## src/asrb_pkg.sv

```systemverilog
package asrb_pkg;

  // Fixed-point format of every Q16.16 quantity.
  localparam int FRAC_W     = 16;
  localparam int DATA_W     = 32;
  localparam int TICK_W     = 16;
  localparam int GAIN_W     = 17;
  localparam int CFG_IDX_W  = 8;

  // Serial multiplier geometry: signed multiplicand, unsigned multiplier.
  localparam int MCAND_W    = DATA_W + 2;
  localparam int MPLIER_W   = GAIN_W;
  localparam int HI_W       = MCAND_W + 1;
  localparam int PROD_W     = HI_W + MPLIER_W;
  localparam int RND_W      = PROD_W - FRAC_W;
  localparam int SUM_W      = RND_W + 1;

  localparam logic [GAIN_W-1:0]    GAIN_ONE       = GAIN_W'(65536);
  localparam logic [TICK_W-1:0]    STEP_TIME_RST  = TICK_W'(655);
  localparam logic [TICK_W-1:0]    TICKS_MAX      = '1;
  localparam logic signed [DATA_W:0] SPEED_DEADBAND = (DATA_W+1)'(655);

  // Configuration register indexes.
  localparam logic [CFG_IDX_W-1:0] REG_STEP_TIME      = CFG_IDX_W'(0);
  localparam logic [CFG_IDX_W-1:0] REG_LAG_GAIN       = CFG_IDX_W'(1);
  localparam logic [CFG_IDX_W-1:0] REG_ACCEL_FWD_UP   = CFG_IDX_W'(2);
  localparam logic [CFG_IDX_W-1:0] REG_ACCEL_FWD_DOWN = CFG_IDX_W'(3);
  localparam logic [CFG_IDX_W-1:0] REG_ACCEL_REV_UP   = CFG_IDX_W'(4);
  localparam logic [CFG_IDX_W-1:0] REG_ACCEL_REV_DOWN = CFG_IDX_W'(5);
  localparam logic [CFG_IDX_W-1:0] REG_BAND_LOW       = CFG_IDX_W'(6);
  localparam logic [CFG_IDX_W-1:0] REG_BAND_HIGH      = CFG_IDX_W'(7);

  typedef struct packed {
    logic signed [DATA_W-1:0] speed_reference;
    logic                     forward_end_stop;
    logic                     reverse_end_stop;
  } in_beat_t;

  typedef struct packed {
    logic signed [DATA_W-1:0] filtered_accel;
    logic signed [DATA_W-1:0] axis_speed;
    logic signed [DATA_W-1:0] axis_position;
    logic                     brake_released;
    logic [TICK_W-1:0]        brake_open_ticks;
  } out_beat_t;

  // Request to and response from the serial multiplier.
  typedef struct packed {
    logic                      start;
    logic signed [MCAND_W-1:0] mcand;
    logic [MPLIER_W-1:0]       mplier;
  } mul_req_t;

  typedef struct packed {
    logic                    done;
    logic signed [RND_W-1:0] prod_rnd;
  } mul_rsp_t;

  typedef enum logic [3:0] {
    ST_IDLE,
    ST_PREP,
    ST_LAG_GO,
    ST_LAG_WAIT,
    ST_SPD_GO,
    ST_SPD_WAIT,
    ST_POS_GO,
    ST_POS_WAIT,
    ST_DONE
  } asrb_state_t;

  // Clamp a widened sum to the signed 32-bit range.
  function automatic logic signed [DATA_W-1:0] sat32(input logic signed [SUM_W-1:0] v);
    logic signed [SUM_W-1:0] max_v;
    logic signed [SUM_W-1:0] min_v;
    max_v = {{(SUM_W-DATA_W+1){1'b0}}, {(DATA_W-1){1'b1}}};
    min_v = {{(SUM_W-DATA_W+1){1'b1}}, {(DATA_W-1){1'b0}}};
    if (v > max_v) begin
      return {1'b0, {(DATA_W-1){1'b1}}};
    end else if (v < min_v) begin
      return {1'b1, {(DATA_W-1){1'b0}}};
    end
    return v[DATA_W-1:0];
  endfunction

endpackage

```

## src/asrb_mul.sv

```systemverilog
module asrb_mul (
  input  logic              clk,
  input  logic              rst_n,
  input  asrb_pkg::mul_req_t req,
  output asrb_pkg::mul_rsp_t rsp
);
  import asrb_pkg::*;

  localparam int CNT_W = $clog2(MPLIER_W);

  logic                      busy_r;
  logic                      fin_r;
  logic                      done_r;
  logic [CNT_W-1:0]          cnt_r;
  logic signed [MCAND_W-1:0] mcand_r;
  logic signed [HI_W-1:0]    hi_r;
  logic [MPLIER_W-1:0]       lo_r;
  logic signed [RND_W-1:0]   res_r;

  logic signed [HI_W:0]      partial;
  logic signed [PROD_W-1:0]  prod_biased;

  // One multiplier bit per cycle: add the multiplicand if the bit is set, then shift right.
  always_comb begin
    partial = {hi_r[HI_W-1], hi_r};
    if (lo_r[0]) begin
      partial = partial + {{(HI_W+1-MCAND_W){mcand_r[MCAND_W-1]}}, mcand_r};
    end
  end

  // Round to nearest, ties upward, before dropping the fraction bits.
  assign prod_biased = $signed({hi_r, lo_r}) + $signed(PROD_W'(1) <<< (FRAC_W-1));

  always_ff @(posedge clk) begin
    if (!rst_n) begin
      busy_r <= 1'b0;
      fin_r  <= 1'b0;
      done_r <= 1'b0;
    end else begin
      done_r <= fin_r;
      fin_r  <= 1'b0;
      if (req.start) begin
        busy_r <= 1'b1;
      end else if (busy_r && cnt_r == '0) begin
        busy_r <= 1'b0;
        fin_r  <= 1'b1;
      end
    end
  end

  always_ff @(posedge clk) begin
    if (req.start) begin
      mcand_r <= req.mcand;
      hi_r    <= '0;
      lo_r    <= req.mplier;
      cnt_r   <= CNT_W'(MPLIER_W-1);
    end else if (busy_r) begin
      hi_r  <= partial[HI_W:1];
      lo_r  <= {partial[0], lo_r[MPLIER_W-1:1]};
      cnt_r <= cnt_r - 1'b1;
    end
    if (fin_r) begin
      res_r <= prod_biased[PROD_W-1:FRAC_W];
    end
  end

  assign rsp.done     = done_r;
  assign rsp.prod_rnd = res_r;

endmodule

```

## src/axis_speed_ramp_with_brake.sv

```systemverilog
// Speed ramp for one crane axis with a holding brake. Each input beat is one
// control tick and yields exactly one result beat with the lagged acceleration,
// the speed, the position, the brake state and the brake-open tick count.
// No new beat is accepted until the previous tick has been loaded into the
// output register. The three Q16.16 products (lag filter, speed and position
// integration) run one after the other through a single bit-serial shift-add
// multiplier. Each product has a start step, one shift-add step per multiplier
// bit, a rounding step and a step to hand the result over. Accepting the beat,
// the brake decision and loading the result are steps of their own. A finished
// result waits in an output register, so the next tick is accepted while the
// previous result is still held; a tick that finishes while the previous result
// is still held waits until that result is taken. Configuration writes are
// never stalled and are meant to be made only while no tick is in flight.
module axis_speed_ramp_with_brake (
  input  logic                             clk,
  input  logic                             rst_n,
  input  logic                             in_valid,
  output logic                             in_ready,
  input  asrb_pkg::in_beat_t               in_data,
  output logic                             out_valid,
  input  logic                             out_ready,
  output asrb_pkg::out_beat_t              out_data,
  input  logic                             cfg_valid,
  output logic                             cfg_ready,
  input  logic [asrb_pkg::CFG_IDX_W-1:0]   cfg_index,
  input  logic [asrb_pkg::DATA_W-1:0]      cfg_data
);
  import asrb_pkg::*;

  // Configuration registers.
  logic [TICK_W-1:0]        step_time_r;
  logic [GAIN_W-1:0]        lag_gain_r;
  logic signed [DATA_W-1:0] acc_fwd_up_r;
  logic signed [DATA_W-1:0] acc_fwd_down_r;
  logic signed [DATA_W-1:0] acc_rev_up_r;
  logic signed [DATA_W-1:0] acc_rev_down_r;
  logic signed [DATA_W-1:0] band_low_r;
  logic signed [DATA_W-1:0] band_high_r;

  // Axis state and the latched tick.
  asrb_state_t              state_r;
  asrb_state_t              state_nxt;
  logic                     brake_r;
  logic [TICK_W-1:0]        ticks_r;
  logic signed [DATA_W-1:0] lag_r;
  logic signed [DATA_W-1:0] speed_r;
  logic signed [DATA_W-1:0] pos_r;
  logic signed [DATA_W-1:0] ref_r;
  logic                     fwd_r;
  logic                     rev_r;
  logic signed [DATA_W-1:0] step_r;

  logic                     out_valid_r;
  out_beat_t                out_data_r;

  mul_req_t                 mul_req;
  mul_rsp_t                 mul_rsp;

  logic                     in_fire;
  logic                     out_free;
  logic                     brake_nxt;
  logic signed [DATA_W:0]   speed_err;
  logic signed [DATA_W-1:0] step_nxt;
  logic [GAIN_W-1:0]        gain_eff;
  logic signed [DATA_W-1:0] lag_sum;
  logic signed [DATA_W-1:0] speed_sum;
  logic signed [DATA_W-1:0] pos_sum;

  assign in_ready  = (state_r == ST_IDLE);
  assign in_fire   = in_valid && in_ready;
  assign cfg_ready = 1'b1;
  assign out_free  = !out_valid_r || out_ready;

  asrb_mul u_mul (
    .clk   (clk),
    .rst_n (rst_n),
    .req   (mul_req),
    .rsp   (mul_rsp)
  );

  // Configuration writes; unknown indexes are dropped.
  always_ff @(posedge clk) begin
    if (!rst_n) begin
      step_time_r    <= STEP_TIME_RST;
      lag_gain_r     <= GAIN_ONE;
      acc_fwd_up_r   <= '0;
      acc_fwd_down_r <= '0;
      acc_rev_up_r   <= '0;
      acc_rev_down_r <= '0;
      band_low_r     <= '0;
      band_high_r    <= '0;
    end else if (cfg_valid) begin
      case (cfg_index)
        REG_STEP_TIME:      step_time_r    <= cfg_data[TICK_W-1:0];
        REG_LAG_GAIN:       lag_gain_r     <= cfg_data[GAIN_W-1:0];
        REG_ACCEL_FWD_UP:   acc_fwd_up_r   <= cfg_data;
        REG_ACCEL_FWD_DOWN: acc_fwd_down_r <= cfg_data;
        REG_ACCEL_REV_UP:   acc_rev_up_r   <= cfg_data;
        REG_ACCEL_REV_DOWN: acc_rev_down_r <= cfg_data;
        REG_BAND_LOW:       band_low_r     <= cfg_data;
        REG_BAND_HIGH:      band_high_r    <= cfg_data;
        default: ;
      endcase
    end
  end

  // Brake decision and acceleration step, both from the previous speed.
  always_comb begin
    if (ref_r != '0) begin
      brake_nxt = 1'b1;
    end else if (speed_r > band_low_r && speed_r < band_high_r) begin
      brake_nxt = 1'b0;
    end else begin
      brake_nxt = brake_r;
    end
    speed_err = {ref_r[DATA_W-1], ref_r} - {speed_r[DATA_W-1], speed_r};
    step_nxt  = '0;
    if (speed_err > SPEED_DEADBAND) begin
      step_nxt = (ref_r > 0) ? acc_fwd_up_r : acc_rev_down_r;
    end else if (speed_err < -SPEED_DEADBAND) begin
      step_nxt = (ref_r > 0) ? acc_fwd_down_r : acc_rev_up_r;
    end
    if ((step_nxt > 0 && fwd_r) || (step_nxt < 0 && rev_r)) begin
      step_nxt = '0;
    end
  end

  assign gain_eff = (lag_gain_r > GAIN_ONE) ? GAIN_ONE : lag_gain_r;

  // Saturating updates from the rounded product.
  assign lag_sum   = sat32({{(SUM_W-DATA_W){lag_r[DATA_W-1]}}, lag_r}
                           + {mul_rsp.prod_rnd[RND_W-1], mul_rsp.prod_rnd});
  assign speed_sum = sat32({{(SUM_W-DATA_W){speed_r[DATA_W-1]}}, speed_r}
                           + {mul_rsp.prod_rnd[RND_W-1], mul_rsp.prod_rnd});
  assign pos_sum   = sat32({{(SUM_W-DATA_W){pos_r[DATA_W-1]}}, pos_r}
                           + {mul_rsp.prod_rnd[RND_W-1], mul_rsp.prod_rnd});

  // Next-state logic of the tick sequencer.
  always_comb begin
    state_nxt = state_r;
    case (state_r)
      ST_IDLE:     if (in_fire) state_nxt = ST_PREP;
      ST_PREP:     state_nxt = ST_LAG_GO;
      ST_LAG_GO:   state_nxt = ST_LAG_WAIT;
      ST_LAG_WAIT: if (mul_rsp.done) state_nxt = ST_SPD_GO;
      ST_SPD_GO:   state_nxt = ST_SPD_WAIT;
      ST_SPD_WAIT: if (mul_rsp.done) state_nxt = ST_POS_GO;
      ST_POS_GO:   state_nxt = ST_POS_WAIT;
      ST_POS_WAIT: if (mul_rsp.done) state_nxt = ST_DONE;
      ST_DONE:     if (out_free) state_nxt = ST_IDLE;
      default:     state_nxt = ST_IDLE;
    endcase
  end

  // Multiplier operands for each product.
  always_comb begin
    mul_req = '0;
    case (state_r)
      ST_LAG_GO: begin
        mul_req.start  = 1'b1;
        mul_req.mcand  = {{(MCAND_W-DATA_W){step_r[DATA_W-1]}}, step_r}
                         - {{(MCAND_W-DATA_W){lag_r[DATA_W-1]}}, lag_r};
        mul_req.mplier = gain_eff;
      end
      ST_SPD_GO: begin
        mul_req.start  = 1'b1;
        mul_req.mcand  = {{(MCAND_W-DATA_W){lag_r[DATA_W-1]}}, lag_r};
        mul_req.mplier = {{(MPLIER_W-TICK_W){1'b0}}, step_time_r};
      end
      ST_POS_GO: begin
        mul_req.start  = 1'b1;
        mul_req.mcand  = {{(MCAND_W-DATA_W){speed_r[DATA_W-1]}}, speed_r};
        mul_req.mplier = {{(MPLIER_W-TICK_W){1'b0}}, step_time_r};
      end
      default: mul_req = '0;
    endcase
  end

  // Sequencer state and axis state registers.
  always_ff @(posedge clk) begin
    if (!rst_n) begin
      state_r <= ST_IDLE;
      brake_r <= 1'b0;
      ticks_r <= '0;
      lag_r   <= '0;
      speed_r <= '0;
      pos_r   <= '0;
    end else begin
      state_r <= state_nxt;
      case (state_r)
        ST_PREP: begin
          brake_r <= brake_nxt;
          if (!brake_nxt) begin
            ticks_r <= '0;
          end else if (ticks_r != TICKS_MAX) begin
            ticks_r <= ticks_r + 1'b1;
          end
        end
        ST_LAG_WAIT: begin
          if (mul_rsp.done) begin
            lag_r <= brake_r ? lag_sum : '0;
          end
        end
        ST_SPD_WAIT: begin
          if (mul_rsp.done) begin
            if (!brake_r || (speed_sum > 0 && fwd_r) || (speed_sum < 0 && rev_r)) begin
              speed_r <= '0;
            end else begin
              speed_r <= speed_sum;
            end
          end
        end
        ST_POS_WAIT: begin
          if (mul_rsp.done) begin
            pos_r <= pos_sum;
          end
        end
        default: ;
      endcase
    end
  end

  // Tick capture and the chosen step.
  always_ff @(posedge clk) begin
    if (in_fire) begin
      ref_r <= in_data.speed_reference;
      fwd_r <= in_data.forward_end_stop;
      rev_r <= in_data.reverse_end_stop;
    end
    if (state_r == ST_PREP) begin
      step_r <= step_nxt;
    end
  end

  // Output register holding one result beat.
  always_ff @(posedge clk) begin
    if (!rst_n) begin
      out_valid_r <= 1'b0;
    end else if (state_r == ST_DONE && out_free) begin
      out_valid_r <= 1'b1;
    end else if (out_ready) begin
      out_valid_r <= 1'b0;
    end
  end

  always_ff @(posedge clk) begin
    if (state_r == ST_DONE && out_free) begin
      out_data_r.filtered_accel   <= lag_r;
      out_data_r.axis_speed       <= speed_r;
      out_data_r.axis_position    <= pos_r;
      out_data_r.brake_released   <= brake_r;
      out_data_r.brake_open_ticks <= ticks_r;
    end
  end

  assign out_valid = out_valid_r;
  assign out_data  = out_data_r;

endmodule

```

## config.mk

```make
export PLATFORM = sky130hd
export DESIGN_NAME = axis_speed_ramp_with_brake
export DESIGN_NICKNAME = d
export VERILOG_FILES = /design/src/asrb_pkg.sv /design/src/asrb_mul.sv /design/src/axis_speed_ramp_with_brake.sv
export SDC_FILE = /design/constraint.sdc
export NUM_CORES = 2
export LEC_CHECK = 0
export CAP_MARGIN = 20
export CORE_AREA = 10 10 243 419
export DETAILED_ROUTE_END_ITERATION = 6
export DIE_AREA = 0 0 253 429
export DONT_BUFFER_PORTS = 1
export SLEW_MARGIN = 5
export SYNTH_ARGS = -nofsm -noshare
export SYNTH_HDL_FRONTEND = slang
export SYNTH_HIERARCHICAL = 1
export SYNTH_SLANG_ARGS = --single-unit
```

## constraint.sdc

```tcl
create_clock -name clk -period 16.81 [get_ports clk]
set_input_delay 1.681 -clock clk [delete_from_list [all_inputs] [get_ports clk]]
set_output_delay 1.681 -clock clk [all_outputs]
set_load 0.01 [all_outputs]
```

# After elaboration in Yosys (flattened, before gate mapping)

Index checks and enable logic that the tools add are counted.

Memory bits (writable): 0
Register bits: 652
Latch bits: 0
Bits in read-only memories: 0
Memories: 0
Bits of input ports: 79
Word-level logic and storage cells: 158

Multiplexer cells: 41
Div/mod/pow operators: 0
Bitwise logic cells: 1
Eq/ne operators: 22
Add/sub/neg operators: 9
Reduce and logical (&&, ||, !) cells: 36
Multipliers: 0
Shift-type cells: 0
$lt $le $gt $ge: 16

Operators with widths:

| kind                     | count |
|---|---|
| $mux W32                 | 15 |
| $pmux W52 S3             | 1 |
| $add A32 B36 Y37         | 3 |
| $gt A37 B32 Y1 const B   | 3 |
| $lt A37 B32 Y1 const B   | 3 |
| $gt A32 B1 Y1 const B    | 3 |
| $sub A32 B32 Y33         | 2 |
| $lt A32 B1 Y1 const B    | 2 |
| $add A52 B17 Y52 const B | 1 |
| $mux W17                 | 3 |
| $add A35 B34 Y36         | 1 |
| $pmux W4 S9              | 1 |
| $mux W35                 | 1 |
| $gt A33 B11 Y1 const B   | 1 |
| $lt A33 B11 Y1 const B   | 1 |
| $eq A8 B3 Y1 const B     | 4 |
| $gt A32 B32 Y1           | 1 |
| $lt A32 B32 Y1           | 1 |
| $mux W16                 | 2 |
| $reduce_bool A32 Y1      | 1 |
| $reduce_and A2 Y1        | 13 |
| $mux W4                  | 5 |
| $gt A17 B17 Y1 const B   | 1 |
| $add A16 B1 Y16 const B  | 1 |
| 21 further kinds         | 55 |

# Depth between registers and ports, before layout

Word-level depth: 10
Gate-level depth with buffers: 18
Mapped depth without buffers: 16

# Hierarchy

Netlist, hierarchy kept.

By module, submodules not included:

| module                     | cells each | seq. area each (um^2) | area an instance (um^2) | times used |
|---|---|---|---|---|
| axis_speed_ramp_with_brake | 3838       | 12241.7               | 32182.1                 | 1 |
| asrb_mul                   | 681        | 3473.3                | 7367.1                  | 1 |

# Least setup slack after synthesis

Ideal clock, no wire load.

Path type: input to register
From: input port out_ready
To: register out_data_r, in the netlist out_data[0] (enable)
Data arrival time: 6747 ps
Buffers on the path: 0
Path slack: 9463 ps
Setup time: 600 ps
Stages on the path: 2
Required time: 16210 ps
Path through: nor2b_1 nor2b_1

Word-level cells in the longest chain between the ends: 2

Ends and longest elaborated chain:

| element             | RTL line                          | source |
|---|---|---|
| start, declared     | axis_speed_ramp_with_brake.sv:21  | `input logic out_ready,` |
| $logic_or A1 B1 Y1  | axis_speed_ramp_with_brake.sv:72  | `assign out_free = !out_valid_r \|\| out_ready;` |
| $logic_and A1 B1 Y1 | axis_speed_ramp_with_brake.sv:247 | `if (state_r == ST_DONE && out_free) begin` |
| end, declared       | axis_speed_ramp_with_brake.sv:54  | `out_beat_t out_data_r;` |

Every way passes these cells.
A chain may end at the register's enable or synchronous reset.

# Worst setup path after layout

From: register speed_r[0]
To: register step_r[10] (data pin)

Word-level cells in the longest chain between the ends: 7

Ends and longest elaborated chain:

| element                                               | RTL line                          | source |
|---|---|---|
| start, declared                                       | axis_speed_ramp_with_brake.sv:46  | `logic signed [DATA_W-1:0] speed_r;` |
| start signal, assigned                                | axis_speed_ramp_with_brake.sv:209 | `speed_r <= speed_sum;` |
| $sub A32 B32 Y33 (*)                                  | axis_speed_ramp_with_brake.sv:116 | `speed_err = {ref_r[DATA_W-1], ref_r} - {speed_r[DATA_W-1], speed_r};` |
| $lt A33 B11 Y1                                        | axis_speed_ramp_with_brake.sv:120 | `end else if (speed_err < -SPEED_DEADBAND) begin` |
| $mux W32                                              | axis_speed_ramp_with_brake.sv:120 |  |
| $mux W32 (*)                                          | axis_speed_ramp_with_brake.sv:118 | `if (speed_err > SPEED_DEADBAND) begin` |
| $gt A32 B1 Y1 / $lt A32 B1 Y1 (equally long branches) | axis_speed_ramp_with_brake.sv:123 | `if ((step_nxt > 0 && fwd_r) \|\| (step_nxt < 0 && rev_r)) begin` |
| $logic_and A1 B1 Y1                                   | axis_speed_ramp_with_brake.sv:123 |  |
| $logic_or A1 B1 Y1                                    | axis_speed_ramp_with_brake.sv:123 |  |
| end signal, assigned                                  | axis_speed_ramp_with_brake.sv:231 | `step_r <= step_nxt;` |
| end, declared                                         | axis_speed_ramp_with_brake.sv:51  | `logic signed [DATA_W-1:0] step_r;` |

Every way passes the cells marked *; elsewhere a longest branch is shown, timed or not.

==> reports/results.md <==
| Parameter | Value | Unit |
|:---|:---|:---|
| Count of antenna-violating nets left after detailed routing | 0 | - |
| Die extent in x | 253 | µm |
| EDFF count, synth | 266 | - |
| Clock period minus worst slack | 5.51 | ns |
| Synthesized Nets | 4877 | - |
| Power density over the cells | 95.8 | nW/µm² |
| Total routing usage reported by global routing | 25.8 | % |
| Number of remaining DRC errors | 0 | - |
| CP arrival | 6.05 | ns |
| DIE AREA | 109000 | µm² |
| Layout Cells excl Fill | 5695 | - |
| Final setup violation count | 0 | - |
| Initial detailed-routing violation count | 2323 | - |
| Total of cells resized after clock tree synthesis | 0 | - |
| Cell Area, Placed | 40700 | µm² |
| Unique masters post-synth | 119 | - |
| Vias in the first global route | 33200 | - |
| Avg WL per Cell | 25.1 | µm |
| Via/cell ratio | 5.92 | - |
| Final routed wirelength across all metal layers | 143 | mm |
| Largest fanout of any net on the critical path | 21 | - |
| Maximum vdd ir drop | 80.8 | µV |
| Top Family by Delay on Critical Path | compound AO/OA/AOI/OAI gates | - |
| Register clock-pin slew on the reported worst setup and hold paths | 0.07 | ns |
| Worst-case setup slack after placement | 11.37 | ns |
| Boundary Pins | 195 | - |
| Layout cells sized above 1 | 6.90 | % |
| Number of instances in the synthesized netlist | 4519 | - |
| Main combinational cell family by area after synthesis | compound AO/OA/AOI/OAI gates | - |
| Transition time of the tightest slew-check pin | 1.05 | ns |
| Synth Area in Simple Gates | 18.0 | % |
| Logic depth of the worst register-to-register path | 14 | - |
| Number of pins with negative max-slew slack in the final report | 0 | - |
| Post-synth design cell area | 39500 | µm² |
| Hold Vio Cnt, Final | 0 | - |
| Sequence of cells on the critical path | ha_1 -> inv_1 -> fa_1 -> a21oi_1 -> o21ai_2 -> a22o_1 -> o21ai_0 -> a211oi_1 -> nor4_1 -> nand4_1 -> nor4_1 -> o32ai_2 -> o31ai_4 -> and3_1 | - |
| Post-Place Cells | 5569 | - |
| Row Count | 150 | - |
| Fraction of the yosys area taken by sequential cells | 39.7 | % |
| Library cell appearing most often on the critical path | sky130_fd_sc_hd__nor4_1 | - |
| Compound-Gate Fraction of Synth Area | 21.4 | % |
| Layout filler cell count | 9218 | - |
| Maximum number of pins on one net before global-route repair | 116 | - |
| CTS tree | done | - |
| Fraction of synthesized area in multiplexers | 3.02 | % |
| Setup repair bufs after CTS | 0 | - |
| Net count reported at finish | 4781 | - |
| Worst stage delay on the critical path | 0.93 | ns |
| Worst hold-check path type | reg2reg | - |
| Final worst path period share | 32.8 | % |
| Total clock buffers created by CTS | 67 | - |
| Top area cells in the synthesized netlist | sky130_fd_sc_hd__edfxtp_1, sky130_fd_sc_hd__dfxtp_1, sky130_fd_sc_hd__ha_1 | - |
| Initial DRT Pass Iterations | 5 | - |
| Starting Density | 41.6 | % |
| Category of the worst setup path launch point | register | - |
| Post-layout power | 4.13 | mW |
| Average size of a mapped cell | 8.75 | µm² |
| Sum Neg Setup Slack | 0 | ns |
| Setup Skew | 0.0269 | ns |
| First-pass GRT wire length | 211 | mm |
| Status | complete, no violations | - |
| Synth Area in XOR/XNOR | 4.52 | % |
| GR Overflow Total | 0 | - |
| Share of async-settable or async-resettable flops after synthesis | 0 | % |
| Startpoint of the lowest-slack register-to-register path | speed_r[0] | - |
| Antenna violations before repair | 6 | - |
| Depth of the worst hold-timing path | 2 | - |
| Clock Latency Late Sink | 0.69 | ns |
| Detail Placement HPWL | 109 | mm |
| H-tree depth | 3 | - |
| Area share of fa/ha/maj cells after synthesis | 8.94 | % |
| Final Wtd Congestion | 0.967 | - |
| Number of hold buffers added after cts | 0 | - |
| Cell taking the most area after synthesis | sky130_fd_sc_hd__edfxtp_1 | - |
| Final design utilization | 45.4 | % |
| Critical path class | reg2reg | - |
| Die H | 429 | µm |
| Vias | 33700 | - |
| Required arrival time at the worst endpoint | 17.35 | ns |
| Most frequent cell after synthesis | sky130_fd_sc_hd__nand2_1 | - |
| Final worst slack | 11.30 | ns |
| Area share of the leading cell type in the synthesized netlist | 20.2 | % |
| Slowest-stage cell, CP | sky130_fd_sc_hd__nor4_1 | - |
| Yosys warning total | 6 | - |
| Number of max-capacitance violations reported | 0 | - |
| Port bufs | 0 | - |
| Fin Hold WS | 0.453 | ns |
| Non-Filler Cell Area, Final | 43100 | µm² |
| Core Box Area | 95000 | µm² |
| Buffers plus inverters on the worst setup path | 1 | - |
| Number of clock sinks | 652 | - |
| Register bit total from synthesis | 652 | - |
| Worst r2r dst | step_r[10] | - |
| Minimum setup slack among reg-to-reg paths | 11.30 | ns |
| Crit path capture type | register | - |
| RSZ-0062 raised after global routing | no | - |
| Worst slew margin | 29.5 | % |
| Longest Clk Path Bufs | 3 | - |
| Max Fclk | 182 | MHz |
| Static leakage | 16.0 | nW |
| Area delta synth->final | 8.95 | % |
| Hold EP | band_high_r[16] | - |
| Top post-synthesis cells by count | sky130_fd_sc_hd__nand2_1, sky130_fd_sc_hd__a21oi_1, sky130_fd_sc_hd__dfxtp_1 | - |
| CTS root buffer | sky130_fd_sc_hd__clkbuf_16 | - |
| Top_reg_cell synth | sky130_fd_sc_hd__dfxtp_1 | - |
| Worst hold start | band_high_r[16] | - |
layout make-up:
type                    count  area [µm²]  area share [%]
multi-input cells        3431       22200            51.6
flip-flops and latches    652       15700            36.5
clock buffers              83        1780            4.13
well taps                1216        1520            3.53
inverters                 202         766            1.78
clock inverters            40         544            1.26
repair buffers             69         526            1.22
diodes                      2        5.00          0.0116
worst max path at each step:
stage,slack [ns],cells past startpoint,from,end
floorplan,9.46,2,out_ready,out_data[0]
global placement,11.44,14,speed_r[0],step_r[10]
detailed placement,11.37,13,speed_r[1],step_r[10]
CTS,11.36,13,speed_r[1],step_r[10]
global route,11.10,13,speed_r[1],step_r[10]
finish,11.30,14,speed_r[0],step_r[10]
layer usage:
layer  routed length [µm]  GRT usage, %
met5                   48             0
met4                12300          20.5
met3                 6930          4.38
met2                73200          46.6
met1                50500          25.7
kinds of logic (layout without fill, tap and decap cells):
family / after synthesis / after routing
and+or+nand+nor: 1534 / 1534
AOI/OAI and AO/OA: 1320 / 1320
DFF: 652 / 652
buffers and inverters: 436 / 394
adders and majority gates: 279 / 279
xor gates and xnor gates: 204 / 204
muxes: 93 / 93
other: 1 / 3
cells in the final DEF (no fill, tap or decap), types with 16 or more instances in the layout:
cell type                   instances
sky130_fd_sc_hd__a21oi_1          501
sky130_fd_sc_hd__nor4_1            40
sky130_fd_sc_hd__mux4_2            19
sky130_fd_sc_hd__o21ai_0          214
sky130_fd_sc_hd__nand2_1          740
sky130_fd_sc_hd__and2_1            38
sky130_fd_sc_hd__nor2_1           248
sky130_fd_sc_hd__clkbuf_16         68
sky130_fd_sc_hd__and3_1            41
sky130_fd_sc_hd__o22ai_1           27
sky130_fd_sc_hd__xor2_1            72
sky130_fd_sc_hd__nor2b_1           29
sky130_fd_sc_hd__nand2b_1          39
sky130_fd_sc_hd__a31oi_1           31
sky130_fd_sc_hd__a22oi_1           16
sky130_fd_sc_hd__a221oi_1          38
sky130_fd_sc_hd__buf_4             68
sky130_fd_sc_hd__dfxtp_1          384
sky130_fd_sc_hd__o21ai_1           31
sky130_fd_sc_hd__nand3b_1          16
sky130_fd_sc_hd__nand4_1           47
sky130_fd_sc_hd__a211oi_1          53
sky130_fd_sc_hd__nor3_1            86
sky130_fd_sc_hd__edfxtp_1         266
sky130_fd_sc_hd__o211ai_1          27
sky130_fd_sc_hd__ha_1             273
sky130_fd_sc_hd__or3_1             20
sky130_fd_sc_hd__xnor2_1          132
sky130_fd_sc_hd__o21a_1            48
sky130_fd_sc_hd__mux2i_1           55
sky130_fd_sc_hd__or4_1             17
sky130_fd_sc_hd__inv_1            201
sky130_fd_sc_hd__o21bai_1          26
sky130_fd_sc_hd__nand3_1           83
sky130_fd_sc_hd__a21o_1           109
sky130_fd_sc_hd__a22o_1            18
sky130_fd_sc_hd__mux2_2            18
sequential cells by signal, summed over array words and instances, names as in the netlist, 34 cells and up:
signal,count
u_mul/hi_r,35
u_mul/mcand_r,34
out_data,113
u_mul/res_r,36
power breakdown:
group          switching (mW)  internal, mW  total, mW
clock network           0.693         0.921       1.61
registers              0.0954          1.72       1.82
logic                   0.418         0.281      0.700
total                    1.21          2.92       4.13
tightest hold or removal path: stages, from the launching register on:
cell and delay [ns]:
sky130_fd_sc_hd__dfxtp_1 0.31, sky130_fd_sc_hd__nand2_1 0.05, sky130_fd_sc_hd__a21oi_1 0.05
(Power assumes the default switching activity.)
